File: config.mk
export PLATFORM = sky130hd
export DESIGN_NAME = two_queue_priority_arbiter_core_flat
export DESIGN_NICKNAME = d
export VERILOG_FILES = /design/src/rtl/core/tqpa_pkg.sv /design/src/rtl/core/tqpa_if.sv /design/src/rtl/core/tqpa_queue_mem.sv /design/src/rtl/core/two_queue_priority_arbiter_core.sv /design/src/flat_wrapper.sv
export SDC_FILE = /design/constraint.sdc
export NUM_CORES = 1
export LEC_CHECK = 0
export BUFFER_PORTS_ARGS = -buffer_cell sky130_fd_sc_hd__buf_4
export CAP_MARGIN = 20
export CORE_ASPECT_RATIO = 2
export CORE_MARGIN = 5
export CORE_UTILIZATION = 60
export DETAILED_ROUTE_END_ITERATION = 10
export GPL_TIMING_DRIVEN = 0
export PLACE_DENSITY = 0.82
export SYNTH_ARGS = -nofsm -noshare
export SYNTH_HDL_FRONTEND = slang
export SYNTH_SLANG_ARGS = --single-unit
File: constraint.sdc
create_clock -name i_clk -period 7.8 [get_ports i_clk]
set_input_delay 1.56 -clock i_clk [delete_from_list [all_inputs] [get_ports i_clk]]
set_output_delay 1.56 -clock i_clk [all_outputs]
set_load 0.02 [all_outputs]
File: src/rtl/core/tqpa_pkg.sv
// Package for the two-queue priority arbiter core.
// Holds shared constants, entry type, status codes and the beats compare; no dependencies.
package tqpa_pkg;

    localparam int QueueDepthDefault = 16;
    localparam logic [3:0] StreakLimitReset = 4'd3;
    localparam logic [3:0] StreakMax = 4'd15;

    localparam logic SIDE_EAST = 1'b0;
    localparam logic SIDE_WEST = 1'b1;

    localparam logic [1:0] LAST_NONE = 2'd0;
    localparam logic [1:0] LAST_EAST = 2'd1;
    localparam logic [1:0] LAST_WEST = 2'd2;

    localparam logic [1:0] STATUS_OK = 2'd0;
    localparam logic [1:0] STATUS_FULL = 2'd1;
    localparam logic [1:0] STATUS_EMPTY = 2'd2;

    localparam logic KIND_ENQUEUE = 1'b0;
    localparam logic KIND_GRANT = 1'b1;

    typedef struct packed {
        logic       high;
        logic [7:0] arrival;
        logic [7:0] id;
    } t_entry;

    // a beats b: higher priority, or same priority and arrival with smaller id
    function automatic logic beats(t_entry a, t_entry b);
        logic r;
        r = (a.high && !b.high) ||
            (a.high == b.high && a.arrival == b.arrival && a.id < b.id);
        return r;
    endfunction

endpackage

File: src/rtl/core/tqpa_if.sv
// Request and result channel interfaces with valid/ready handshake.
// Depends on nothing.
interface tqpa_req_if;
    logic       valid;
    logic       ready;
    logic       kind;
    logic       direction;
    logic       high_priority;
    logic [7:0] entry_id;
    logic [7:0] arrival;
    modport source (output valid, kind, direction, high_priority, entry_id, arrival,
                    input ready);
    modport sink (input valid, kind, direction, high_priority, entry_id, arrival,
                  output ready);
endinterface

interface tqpa_res_if;
    logic       valid;
    logic       ready;
    logic       granted;
    logic [7:0] grant_id;
    logic       grant_side;
    logic       grant_high;
    logic [1:0] status;
    modport source (output valid, granted, grant_id, grant_side, grant_high, status,
                    input ready);
    modport sink (input valid, granted, grant_id, grant_side, grant_high, status,
                  output ready);
endinterface

File: src/rtl/core/tqpa_queue_mem.sv
// One queue store: synchronous RAM with one write and one read port, read data registered.
// Depends on tqpa_pkg.
module tqpa_queue_mem #(
    parameter int DEPTH = tqpa_pkg::QueueDepthDefault,
    parameter int AW = $clog2(DEPTH)
) (
    input  logic                 i_clk,
    input  logic                 i_we,
    input  logic [AW-1:0]        i_waddr,
    input  tqpa_pkg::t_entry     i_wdata,
    input  logic [AW-1:0]        i_raddr,
    output tqpa_pkg::t_entry     o_rdata
);
    import tqpa_pkg::*;

    t_entry r_mem [DEPTH];
    t_entry r_rdata;

    // write port
    always_ff @(posedge i_clk) begin
        if (i_we) begin
            r_mem[i_waddr] <= i_wdata;
        end
    end

    // registered read port
    always_ff @(posedge i_clk) begin
        r_rdata <= r_mem[i_raddr];
    end

    assign o_rdata = r_rdata;
endmodule

File: src/rtl/core/two_queue_priority_arbiter_core.sv
// Top level of the two-queue priority arbiter: sequencer plus two queue RAMs.
// Depends on tqpa_pkg, tqpa_if and tqpa_queue_mem.
//
//  channel   dir  handshake      payload
//  i_req     in   valid/ready    kind, direction, high_priority, entry_id, arrival
//  o_res     out  valid/ready    granted, grant_id, grant_side, grant_high, status
//  cfg       in   i_cfg_we       i_cfg_wdata (streak_limit)
//
// An enqueue into a queue scans one entry per cycle up to the insertion point,
// shifts the tail up one entry per cycle, then writes the new entry and loads
// the result. A grant reads both heads, picks a side, then shifts the served
// queue down over the popped head. A full drop or a grant with both queues empty
// loads its result at acceptance. Each queue RAM has a single read port. Reset is
// synchronous; the queues need no clearing. A pending result holds off the next
// request until taken.
module two_queue_priority_arbiter_core #(
    parameter int QUEUE_DEPTH = tqpa_pkg::QueueDepthDefault
) (
    input  logic                 i_clk,
    input  logic                 i_rst_n,
    tqpa_req_if.sink             i_req,
    tqpa_res_if.source           o_res,
    input  logic                 i_cfg_we,
    input  logic [3:0]           i_cfg_wdata
);
    import tqpa_pkg::*;

    localparam int AW = (QUEUE_DEPTH > 1) ? $clog2(QUEUE_DEPTH) : 1;
    localparam int CW = $clog2(QUEUE_DEPTH + 1);
    localparam logic [CW-1:0] DepthC = CW'(QUEUE_DEPTH);

    localparam logic [2:0] ST_IDLE  = 3'd0;
    localparam logic [2:0] ST_SCAN  = 3'd1; // read issued at r_pos
    localparam logic [2:0] ST_SHR   = 3'd2; // insert shift: read issued at r_idx-1
    localparam logic [2:0] ST_HEADS = 3'd3; // both head reads issued
    localparam logic [2:0] ST_POP   = 3'd4; // pop shift: read issued at r_idx+1
    localparam logic [2:0] ST_OUT   = 3'd5;

    logic [2:0]    r_state;
    logic [3:0]    r_limit;
    logic [CW-1:0] r_cnt_e, r_cnt_w;
    logic [1:0]    r_last;
    logic [3:0]    r_streak;
    logic          r_side;
    t_entry        r_ent;
    logic [CW-1:0] r_pos;
    logic [CW-1:0] r_idx;
    logic          r_ins_fin; // pending write of new entry at r_pos

    logic          r_ovalid, n_ovalid;
    logic          r_ogranted;
    logic [7:0]    r_oid;
    logic          r_oside;
    logic          r_ohigh;
    logic [1:0]    r_ostatus;

    // RAM ports
    logic          we_e, we_w;
    logic [AW-1:0] waddr, raddr_e, raddr_w;
    t_entry        wdata, rd_e, rd_w, rd_s;
    logic [CW-1:0] cnt_s;

    tqpa_queue_mem #(.DEPTH(QUEUE_DEPTH), .AW(AW)) u_east (
        .i_clk(i_clk), .i_we(we_e), .i_waddr(waddr), .i_wdata(wdata),
        .i_raddr(raddr_e), .o_rdata(rd_e));
    tqpa_queue_mem #(.DEPTH(QUEUE_DEPTH), .AW(AW)) u_west (
        .i_clk(i_clk), .i_we(we_w), .i_waddr(waddr), .i_wdata(wdata),
        .i_raddr(raddr_w), .o_rdata(rd_w));

    assign rd_s  = r_side ? rd_w : rd_e;
    assign cnt_s = r_side ? r_cnt_w : r_cnt_e;
    assign i_req.ready = (r_state == ST_IDLE) && !r_ovalid;

    logic accept;
    assign accept = i_req.valid && i_req.ready;

    logic [CW-1:0] req_cnt;
    assign req_cnt = i_req.direction ? r_cnt_w : r_cnt_e;

    // grant side decision from the two registered heads
    logic pick;
    always_comb begin
        if (r_cnt_e == '0) begin
            pick = SIDE_WEST;
        end else if (r_cnt_w == '0) begin
            pick = SIDE_EAST;
        end else if (r_streak < r_limit && rd_w.high && !rd_e.high) begin
            pick = SIDE_WEST;
        end else if (r_streak < r_limit && !rd_w.high && rd_e.high) begin
            pick = SIDE_EAST;
        end else begin
            pick = (r_last == LAST_WEST) ? SIDE_EAST : SIDE_WEST;
        end
    end

    // load the result register on a finished request, hold it until taken
    logic res_set;
    assign res_set = (r_state == ST_OUT) ||
                     (accept && i_req.kind == KIND_GRANT &&
                      r_cnt_e == '0 && r_cnt_w == '0) ||
                     (accept && i_req.kind == KIND_ENQUEUE && req_cnt >= DepthC);
    assign n_ovalid = res_set || (r_ovalid && !o_res.ready);

    // read address and write control
    logic          wr;
    logic          rside;
    logic [CW-1:0] rad;
    always_comb begin
        wr    = 1'b0;
        rside = r_side;
        waddr = r_idx[AW-1:0];
        wdata = r_ent;
        rad   = '0;
        case (r_state)
            ST_IDLE: begin
                // park both read ports on the heads
                rad = '0;
            end
            ST_SCAN: begin
                // rd_s holds entry r_pos
                if (beats(r_ent, rd_s)) begin
                    // shift tail upward starting at cnt-1
                    rad = cnt_s - 1'b1;
                end else begin
                    rad = r_pos + 1'b1;
                end
            end
            ST_SHR: begin
                // rd_s holds entry r_idx-1, move it to r_idx
                wr    = 1'b1;
                wdata = rd_s;
                rad   = r_idx - 2'd2;
            end
            ST_HEADS: begin
                // fetch entry 1 of the side being served
                rside = pick;
                rad   = CW'(1);
            end
            ST_POP: begin
                // rd_s holds entry r_idx+1, move it to r_idx
                wr    = 1'b1;
                wdata = rd_s;
                rad   = r_idx + 2'd2;
            end
            ST_OUT: begin
                // final write of new entry at r_pos during insert
                wr    = r_ins_fin;
                waddr = r_pos[AW-1:0];
            end
            default: ;
        endcase
    end
    assign raddr_e = (rside == SIDE_EAST) ? rad[AW-1:0] : '0;
    assign raddr_w = (rside == SIDE_WEST) ? rad[AW-1:0] : '0;
    assign we_e = wr && (r_side == SIDE_EAST);
    assign we_w = wr && (r_side == SIDE_WEST);

    // sequencer
    always_ff @(posedge i_clk) begin
        if (!i_rst_n) begin
            r_state   <= ST_IDLE;
            r_limit   <= StreakLimitReset;
            r_cnt_e   <= '0;
            r_cnt_w   <= '0;
            r_last    <= LAST_NONE;
            r_streak  <= '0;
            r_ovalid  <= 1'b0;
            r_ins_fin <= 1'b0;
        end else begin
            if (i_cfg_we) r_limit <= i_cfg_wdata;
            r_ovalid <= n_ovalid;
            case (r_state)
                ST_IDLE: begin
                    if (accept) begin
                        r_side     <= i_req.direction;
                        r_ent      <= '{high: i_req.high_priority,
                                        arrival: i_req.arrival,
                                        id: i_req.entry_id};
                        r_pos      <= '0;
                        r_ogranted <= 1'b0;
                        r_oid      <= '0;
                        r_oside    <= 1'b0;
                        r_ohigh    <= 1'b0;
                        r_ostatus  <= STATUS_OK;
                        if (i_req.kind == KIND_GRANT) begin
                            if (r_cnt_e == '0 && r_cnt_w == '0) begin
                                r_ostatus <= STATUS_EMPTY;
                            end else begin
                                r_state <= ST_HEADS;
                            end
                        end else if (req_cnt >= DepthC) begin
                            r_ostatus <= STATUS_FULL;
                        end else if (req_cnt == '0) begin
                            r_ins_fin <= 1'b1;
                            r_state   <= ST_OUT;
                        end else begin
                            r_state <= ST_SCAN;
                        end
                    end
                end
                ST_SCAN: begin
                    if (beats(r_ent, rd_s)) begin
                        r_idx   <= cnt_s;
                        r_state <= ST_SHR;
                    end else if (r_pos + 1'b1 == cnt_s) begin
                        // append at the tail
                        r_pos     <= cnt_s;
                        r_ins_fin <= 1'b1;
                        r_state   <= ST_OUT;
                    end else begin
                        r_pos <= r_pos + 1'b1;
                    end
                end
                ST_SHR: begin
                    if (r_idx - 1'b1 == r_pos) begin
                        r_ins_fin <= 1'b1;
                        r_state   <= ST_OUT;
                    end else begin
                        r_idx <= r_idx - 1'b1;
                    end
                end
                ST_HEADS: begin
                    r_side     <= pick;
                    r_ogranted <= 1'b1;
                    r_oid      <= pick ? rd_w.id : rd_e.id;
                    r_ohigh    <= pick ? rd_w.high : rd_e.high;
                    r_oside    <= pick;
                    r_last     <= pick ? LAST_WEST : LAST_EAST;
                    if (r_last == (pick ? LAST_WEST : LAST_EAST)) begin
                        r_streak <= (r_streak < StreakMax) ? r_streak + 1'b1 : StreakMax;
                    end else begin
                        r_streak <= 4'd1;
                    end
                    r_idx <= '0;
                    if ((pick ? r_cnt_w : r_cnt_e) > 1) begin
                        r_state <= ST_POP; // read of index 1 issued above
                    end else begin
                        r_state <= ST_OUT;
                    end
                    if (pick) r_cnt_w <= r_cnt_w - 1'b1;
                    else      r_cnt_e <= r_cnt_e - 1'b1;
                end
                ST_POP: begin
                    // cnt_s already holds the count after the pop
                    if (r_idx + 1'b1 >= cnt_s) begin
                        r_state <= ST_OUT;
                    end else begin
                        r_idx <= r_idx + 1'b1;
                    end
                end
                ST_OUT: begin
                    if (r_ins_fin) begin
                        if (r_side) r_cnt_w <= r_cnt_w + 1'b1;
                        else        r_cnt_e <= r_cnt_e + 1'b1;
                    end
                    r_ins_fin <= 1'b0;
                    r_state   <= ST_IDLE;
                end
                default: r_state <= ST_IDLE;
            endcase
        end
    end

    assign o_res.valid      = r_ovalid;
    assign o_res.granted    = r_ogranted;
    assign o_res.grant_id   = r_oid;
    assign o_res.grant_side = r_oside;
    assign o_res.grant_high = r_ohigh;
    assign o_res.status     = r_ostatus;
endmodule

File: src/flat_wrapper.sv
// flat-port wrapper written by rule: the top's interface ports become plain ports
module two_queue_priority_arbiter_core_flat import tqpa_pkg::*;
#(
    parameter int QUEUE_DEPTH = tqpa_pkg::QueueDepthDefault
)
  (i_clk, i_rst_n, i_cfg_we, i_cfg_wdata, i_req_valid, i_req_kind, i_req_direction, i_req_high_priority, i_req_entry_id, i_req_arrival, i_req_ready, o_res_valid, o_res_granted, o_res_grant_id, o_res_grant_side, o_res_grant_high, o_res_status, o_res_ready);
  tqpa_req_if i_req_i ();
  tqpa_res_if o_res_i ();
  input  logic i_clk;
  input  logic i_rst_n;
  input  logic i_cfg_we;
  input  logic [3:0] i_cfg_wdata;
  input wire logic [$bits(i_req_i.valid)-1:0] i_req_valid;
  input wire logic [$bits(i_req_i.kind)-1:0] i_req_kind;
  input wire logic [$bits(i_req_i.direction)-1:0] i_req_direction;
  input wire logic [$bits(i_req_i.high_priority)-1:0] i_req_high_priority;
  input wire logic [$bits(i_req_i.entry_id)-1:0] i_req_entry_id;
  input wire logic [$bits(i_req_i.arrival)-1:0] i_req_arrival;
  output wire logic [$bits(i_req_i.ready)-1:0] i_req_ready;
  output wire logic [$bits(o_res_i.valid)-1:0] o_res_valid;
  output wire logic [$bits(o_res_i.granted)-1:0] o_res_granted;
  output wire logic [$bits(o_res_i.grant_id)-1:0] o_res_grant_id;
  output wire logic [$bits(o_res_i.grant_side)-1:0] o_res_grant_side;
  output wire logic [$bits(o_res_i.grant_high)-1:0] o_res_grant_high;
  output wire logic [$bits(o_res_i.status)-1:0] o_res_status;
  input wire logic [$bits(o_res_i.ready)-1:0] o_res_ready;
  assign i_req_i.valid = i_req_valid;
  assign i_req_i.kind = i_req_kind;
  assign i_req_i.direction = i_req_direction;
  assign i_req_i.high_priority = i_req_high_priority;
  assign i_req_i.entry_id = i_req_entry_id;
  assign i_req_i.arrival = i_req_arrival;
  assign i_req_ready = i_req_i.ready;
  assign o_res_valid = o_res_i.valid;
  assign o_res_granted = o_res_i.granted;
  assign o_res_grant_id = o_res_i.grant_id;
  assign o_res_grant_side = o_res_i.grant_side;
  assign o_res_grant_high = o_res_i.grant_high;
  assign o_res_status = o_res_i.status;
  assign o_res_i.ready = o_res_ready;
  two_queue_priority_arbiter_core #(.QUEUE_DEPTH(QUEUE_DEPTH)) u_core (.i_clk(i_clk), .i_rst_n(i_rst_n), .i_req(i_req_i), .o_res(o_res_i), .i_cfg_we(i_cfg_we), .i_cfg_wdata(i_cfg_wdata));
endmodule
==> results.py, run 1 <==
metrics = {
    "floorplan": {
        "die_h_um": 311,
        "coreArea_um2": 45000,
        "fp.dieW_um": 161,
        "initial_core_util_pct": 60.4,
        "design.die.area_um2": 49900,
        "ios": 43,
        "fp-row-count": 110,
    },
    "clock_network": {
        "clock_sinks": 644,
        "ctsHoldBuffers": 0,
        "post_cts_resized": 0,
        "cts_tree": "yes",
        "cts_setup_buffers": 0,
        "root_buffer": "clkbuf_16",
        "clk_pin_slew_ns": 0.07,
        "clk_path_buf_depth": 3,
        "cts_buffers": 51,
        "htreeDepth": 2,
        "clk_latency_ns": 0.61,
    },
    "timing": {
        "report.final.slew_viol_count": 0,
        "finalSetupTns_ns": 0,
        "worst_pin_slew_ns": 1.32,
        "min_period_ns": 6.37,
        "setup_viol": 0,
        "rsz0062_at_grt": "no",
        "max_clock_freq_mhz": 157,
        "slew_headroom_pct": 12.3,
        "hold_violations": 0,
        "fin_crit_sh_pct": 81.7,
        "skew_ns": 0.0255,
    },
    "run": {
        "cap_violations": 0,
    },
    "synthesis": {
        "synth_ff_type": "edfxtp_1",
        "synthArstFlopShare_pct": 0,
        "yosys.area.top_type": "edfxtp_1",
        "syn_nets": 2052,
        "synth.most_common_cell": "edfxtp_1",
        "yosys-top-cells-area": "edfxtp_1 (65%), dfxtp_1 (4.3%), nand3_1 (3.6%), nand2_1 (3.4%), mux2i_1 (3.3%)",
        "synth_cells": 1994,
        "ys_seq_area_share_pct": 69.0,
        "synth_common_cells": "edfxtp_1 (585), nand2_1 (244), nand3_1 (198), o21ai_0 (116), a21oi_1 (98)",
        "yosys.cell_types.count": 75,
        "yosysTopAreaCellShare_pct": 64.6,
        "synth_edf_count": 585,
        "synthesis.area_um2": 27200,
        "synth_warnings": 0,
        "synth.avg_cell_area_um2": 13.6,
        "synth-seq-cells": 644,
    },
    "global_route": {
        "grt_pass1_vias": 18700,
        "grt_pass1_wl_mm": 116,
        "grt_antenna_before_repair": 1,
        "grt_overflow": 0,
        "track_usage_pct": 31.2,
        "grt_max_degree": 33,
    },
    "routing": {
        "final_antenna_net_count": 0,
        "firstDrtPassIters": 6,
        "post-route-drc-count": 0,
        "wl_per_cell_um": 28.5,
        "drtIter0Drc": 2231,
        "route.met2.wl_mm": 40.0,
        "route.met3.wl_mm": 5.75,
        "highest_layer": "met4",
        "m1WireLength_mm": 23.0,
        "wl_mm": 77.9,
        "num_vias": 18000,
        "vias_per_cell": 6.59,
    },
    "cells_and_area": {
        "fill_cells": 2886,
        "drive_gt1_share_pct": 14.7,
        "nets": 2189,
        "multi_input_area_um2": 7920,
        "seqCellArea_um2": 18700,
        "area_delta_synth_final_pct": 12.4,
        "post-route-util_pct": 67.9,
    },
    "placed_design": {
        "gp_congestion": 1.05,
        "port_buffers": 40,
        "place.detailed.hpwl_mm": 56.3,
    },
    "power": {
        "p_leak_uw": 0.0106,
        "max-vdd-ir-drop_uv": 231,
        "power.density_nw_per_um2": 423,
    },
    "critical_path": {
        "crit_required_ns": 8.23,
        "critPathMaxFanout": 10,
        "crit_chain": "buf_6 > buf_4 > buf_1 > mux2i_1 > ha_1 > nand2_1 > o2111a_1 > o211ai_2 > or3_1 > a211o_1 > buf_2 > nand2_2 > clkbuf_1 > nand3_1 > a32oi_1 > o221ai_1",
        "crit_path_end_kind": "register",
        "startpoint_type": "register",
        "critPathTopFamily": "compound AO/OA/AOI/OAI gates",
        "cp_slowest_cell": "a32oi_1",
        "critical_path_buf_inv_count": 5,
        "reg2reg_slack_ns": 1.43,
        "worst_path_largest_cell_delay_ns": 1.02,
        "critPathArrivalTime_ns": 6.80,
        "critical_path_class": "register to register",
    },
    "hold_path": {
        "min_path_type": "register to register",
    },
    "outcome": {
        "status": "complete, no violations",
    },
}
[per-stage QoR]
step	power (uW)	instance area, um2	hold WS (ns)	cells	worst slack (ns)
4_1_cts	12700	30500	0.526	2730	1.75
6_report	12900	30500	0.524	2736	1.43
2_1_floorplan	7980	27200	0.443	1994	3.81
5_1_grt	13400	30500	0.548	2732	1.24
3_3_place_gp	9780	28200	0.474	2594	1.83
3_5_place_dp	10100	28900	0.509	2636	1.81
[layer usage]
metal  GRT usage, %  vias to the layer above
met5              0                        -
met1           31.2                     8731
met3           5.26                      347
met4           27.6                        0
met2           55.0                     1114
li1               -                     7831
[area by class of cell]
cell class,instances,area share (%)
sequential,644,61.4
multi-input combinational,1205,25.9
clock buffer,59,4.41
timing repair buffer,84,2.87
tap,560,2.29
buffer,128,1.95
clock inverter,35,0.926
inverter,17,0.209
antenna,4,0.0328
[cell families (layout without fill, tap and decap cells)]
family	after synthesis	in the layout	share of synthesized area, %
compound gates	363	363	8.32
xor+xnor	38	38	1.22
fa+ha+maj	30	30	1.46
buf+inv	145	323	2.42
flops	644	644	69.0
mux	159	159	6.84
other cells	0	4	0
simple gates	615	615	10.8
[path summary, 6_finish.rpt]
check                                 start                                 to  cells past startpoint
min          u_core.r_limit[1]$_SDFFE_PN1P_     u_core.r_limit[1]$_SDFFE_PN1P_                      2
max                 u_core.r_side$_DFFE_PP_  u_core.u_east.o_rdata[10]$_DFF_P_                     16
min reg2reg  u_core.r_limit[1]$_SDFFE_PN1P_     u_core.r_limit[1]$_SDFFE_PN1P_                      2
max reg2reg         u_core.r_side$_DFFE_PP_  u_core.u_east.o_rdata[10]$_DFF_P_                     16
[power breakdown]
part	switching, uW	leakage, uW	total [uW]	internal [uW]
logic	3960	0.00401	5670	1720
clock network	1200	0.000803	2580	1370
registers	142	0.00577	4670	4530
total	5300	0.0106	12900	7620
[worst register-to-register path: stages, from the launching register on]
cell      delay [ns]
edfxtp_1        0.51
buf_6           0.26
buf_4           0.23
buf_1           0.71
mux2i_1         0.45
ha_1            0.32
nand2_1         0.12
o2111a_1        0.29
o211ai_2        0.18
or3_1           0.49
a211o_1         0.28
buf_2           0.19
nand2_2         0.22
clkbuf_1        0.51
nand3_1         0.20
a32oi_1         1.02
o221ai_1        0.23
[layout by cell type (no fill, tap or decap), types with 11 or more instances in the layout]
master	instances
clkinv_1	12
and2_1	12
xor2_1	18
mux2i_1	90
clkbuf_16	52
nor3_1	13
mux4_2	15
dfxtp_1	59
nor2_1	61
inv_1	17
a32oi_1	16
nor2_2	17
a21oi_1	98
o221ai_1	20
clkbuf_1	76
edfxtp_1	585
mux2_2	36
buf_6	12
mux2_1	16
nand2b_1	11
nand2_1	244
a31oi_1	25
clkinv_2	14
buf_4	58
nor4_2	16
nand3_1	198
buf_2	34
o21ai_0	100
ha_1	27
xnor2_1	20
a211oi_1	19
buf_8	18
buf_1	12
[flip-flops by register name, indices dropped and copies added, names as in the netlist, 8 cells and up]
name and cells:
u_core.r_ent 17, u_core.u_east.o_rdata 17, u_core.o_res.grant_id 8, u_core.u_west.o_rdata 17
u_core.u_east.r_mem 272, u_core.u_west.r_mem 272
Power figures use the tool's default switching activity.
==> run 2: changes to the inputs <==
Settings changed: ABC_AREA set to 1, PLACE_DENSITY 0.82 to 0.81.
Clock period 7.8 ns to 6.2 ns, I/O delays scaled along.
==> run 2 against run 1 <==
  * Clock power rose by 39%
  * Clock skew barely moved
  * Largest cell class unchanged
  * Die area rose by 7.6%
  * Combinational power rose by 40%
  * Via count rose by 22%
  * Critical path depth rose by 8
  * Register-to-register slack got worse by 0.94 ns
  * Sequential cell count did not move
  * Highest routed layer unchanged
  * Total power rose by 37%
==> results.py, run 2 <==
metrics = {
    "timing": {
        "max_clock_freq_mhz": 175,
        "min_period_ns": 5.72,
        "setup_viol": 0,
        "finalSetupTns_ns": 0,
        "fin_crit_sh_pct": 92.2,
        "rsz0062_at_grt": "no",
        "skew_ns": 0.0250,
        "hold_violations": 0,
        "report.final.slew_viol_count": 0,
        "slew_headroom_pct": 30.9,
        "worst_pin_slew_ns": 1.04,
    },
    "cells_and_area": {
        "nets": 3048,
        "final_area_um2": 33300,
        "multi_input_area_um2": 8210,
        "seqCellArea_um2": 18700,
        "area_delta_synth_final_pct": 13.4,
        "final_cell_mix": "nand3_1 (648), edfxtp_1 (585), inv_1 (475), nand2_1 (428), nand3b_1 (136)",
        "fill_cells": 3343,
        "layout_commonest_cell": "nand3_1",
        "reg_top3": "u_core.u_east.r_mem: 272 flops, u_core.u_west.r_mem: 272 flops",
        "drive_gt1_share_pct": 11.1,
    },
    "routing": {
        "drtIter0Drc": 2829,
        "post-route-drc-count": 0,
        "wl_mm": 89.5,
        "num_vias": 22000,
        "final_antenna_net_count": 0,
        "firstDrtPassIters": 10,
        "wl_per_cell_um": 24.4,
        "vias_per_cell": 6.00,
    },
    "critical_path": {
        "critPathArrivalTime_ns": 6.14,
        "critical_path_class": "register to register",
        "critPathMaxFanout": 10,
        "startpoint_type": "register",
        "crit_required_ns": 6.62,
        "crit_path_end_kind": "register",
    },
    "power": {
        "clock_power_share_pct": 20.3,
        "p_leak_uw": 0.0135,
        "p_sw_share_pct": 43.1,
        "seqPwrFrac_pct": 34.9,
        "max-vdd-ir-drop_uv": 303,
        "p_sw_uw": 7610,
        "power.density_nw_per_um2": 531,
        "p_int_uw": 10100,
        "p_comb_share_pct": 44.9,
    },
    "synthesis": {
        "synthArstFlopShare_pct": 0,
        "yosys.area_share.simple_pct": 22.4,
        "synth-seq-cells": 644,
        "synth_top_family_by_area": "simple AND/OR/NAND/NOR gates",
        "syn_nets": 2910,
        "synthXorXnorAreaFrac_pct": 0.805,
        "synth-compound-area-share_pct": 2.60,
        "yosys.cell_types.count": 45,
        "synth_edf_count": 585,
        "synthMuxAreaShare_pct": 0,
        "synth_ff_type": "edfxtp_1",
        "synth_warnings": 0,
        "synth_common_cells": "nand3_1 (648), edfxtp_1 (585), inv_1 (475), nand2_1 (428), nor2_1 (140)",
        "synth.most_common_cell": "nand3_1",
        "yosysTopAreaCellShare_pct": 59.8,
        "yosys.area.top_type": "edfxtp_1",
        "ys_seq_area_share_pct": 63.8,
        "yosys-top-cells-area": "edfxtp_1 (60%), nand3_1 (11%), inv_1 (6.1%), nand2_1 (5.5%), dfxtp_1 (4.0%)",
        "synthAdderAreaFrac_pct": 1.35,
        "synthesis.area_um2": 29400,
        "synth_cells": 2852,
        "synth.avg_cell_area_um2": 10.3,
    },
    "placed_design": {
        "place.detailed.hpwl_mm": 64.8,
        "gp_congestion": 1.11,
        "port_buffers": 41,
        "place_area_um2": 31400,
    },
    "floorplan": {
        "design.die.area_um2": 53700,
        "fp.dieW_um": 166,
        "die_h_um": 323,
        "ios": 43,
        "fp-row-count": 114,
        "initial_core_util_pct": 60.7,
        "coreArea_um2": 48400,
    },
    "global_route": {
        "grt_overflow": 0,
        "use_met2_pct": 58.6,
        "grt_util_met3_pct": 5.22,
        "grt_pass1_vias": 22100,
        "grt_antenna_before_repair": 2,
        "met1_usage_pct": 32.7,
        "track_usage_pct": 33.0,
        "grt_pass1_wl_mm": 132,
        "grt_max_degree": 33,
        "grt_busiest_layer": "met2",
    },
    "clock_network": {
        "ctsHoldBuffers": 0,
        "cts_buffers": 53,
        "clk_latency_ns": 0.62,
        "post_cts_resized": 0,
        "cts_setup_buffers": 0,
        "htreeDepth": 2,
        "cts_tree": "yes",
        "clk_path_buf_depth": 3,
        "clock_sinks": 644,
        "clk_pin_slew_ns": 0.07,
        "root_buffer": "clkbuf_16",
    },
    "hold_path": {
        "min_path_type": "register to register",
    },
    "outcome": {
        "status": "complete, no violations",
    },
    "run": {
        "cap_violations": 0,
    },
}
[run 2: cell types whose count changed after synthesis, moves of 56 or more]
cell,before,now
o21ai_0,116,60
mux2i_1,90,0
nand2_1,244,428
nand3_1,198,648
inv_1,17,475
nand3b_1,1,136
nor2_1,77,140
a21oi_1,98,34
[run 2: cells by family (layout without fill, tap and decap cells)]
kind of cell / after synthesis / after routing
flip-flops: 644 / 644
AO/OA/AOI/OAI: 133 / 133
buffers and inverters: 639 / 820
adder cells (fa/ha/maj): 30 / 30
other: 0 / 1
XOR/XNOR: 27 / 27
AND/OR/NAND/NOR: 1379 / 1379
[run 2: power groups by stage]
stage	Sequential, uW	Combinational (uW)	Clock, uW
floorplan	6290	4080	0
global placement	6470	6710	0
detailed placement	6250	7570	0
CTS	6160	7620	3570
global route	6180	8290	3760
finish	6160	7930	3580
[run 2: per-stage QoR]
| stage | util [%] | power [uW] | worst slack [ns] | std cells | hold WS (ns) |
|---|---|---|---|---|---|
| 5_1_grt | 68.9 | 18200 | 0.253 | 3671 | 0.516 |
| 3_5_place_dp | 65.0 | 13800 | 0.755 | 3573 | 0.475 |
| 2_1_floorplan | - | 10400 | 2.74 | 2852 | 0.431 |
| 3_3_place_gp | 63.0 | 13200 | -0.752 | 3531 | 0.453 |
| 6_report | 68.9 | 17700 | 0.483 | 3672 | 0.485 |
| 4_1_cts | 68.9 | 17400 | 0.752 | 3671 | 0.485 |
[run 2: final cells by class]
type / instances / area share [%]
well taps: 638 / 2.40
repair buffers: 83 / 3.09
plain buffers: 154 / 2.47
clock buffers: 64 / 4.36
diodes: 1 / 0.00752
flip-flops and latches: 644 / 56.3
multi-input cells: 1569 / 24.7
inverters: 485 / 5.48
clock inverters: 34 / 1.24
[run 2: critical path, stage by stage (launching register included)]
cell and delay, ns:
edfxtp_1 0.33, buf_4 0.18, buf_6 0.17, buf_2 0.21, clkbuf_1 0.58, clkbuf_1 0.42
o21ai_0 0.28, ha_1 0.36, nand2_1 0.07, inv_1 0.03, nor2_1 0.08, nand2_1 0.06
nor2_1 0.11, nand2_1 0.08, nor2_1 0.12, nand3_2 0.15, nand4_1 0.12, nand3_1 0.18
nand2_1 0.35, clkinv_1 0.43, clkbuf_1 0.35, nand3_1 0.16, nand3_1 0.09, nand3_1 0.34
nand2_1 0.25
[run 2: layer usage]
layer | vias up | part of all wire [%]
li1 | 9879 | -
met1 | 10300 | 30
met2 | 1323 | 50
met3 | 479 | 7.6
met4 | 0 | 12
met5 | - | 0
[run 2: worst paths after layout]
path | start | endpoint | slack, ns | cells past startpoint
worst max-delay path | u_core.r_side$_DFFE_PP_ | u_core.u_west.o_rdata[1]$_DFF_P_ | 0.48 | 24
worst min-delay path | u_core.r_limit[3]$_SDFFE_PN0P_ | u_core.r_limit[3]$_SDFFE_PN0P_ | 0.48 | 2
worst max register to register | u_core.r_side$_DFFE_PP_ | u_core.u_west.o_rdata[1]$_DFF_P_ | 0.48 | 24
worst min register to register | u_core.r_limit[3]$_SDFFE_PN0P_ | u_core.r_limit[3]$_SDFFE_PN0P_ | 0.48 | 2
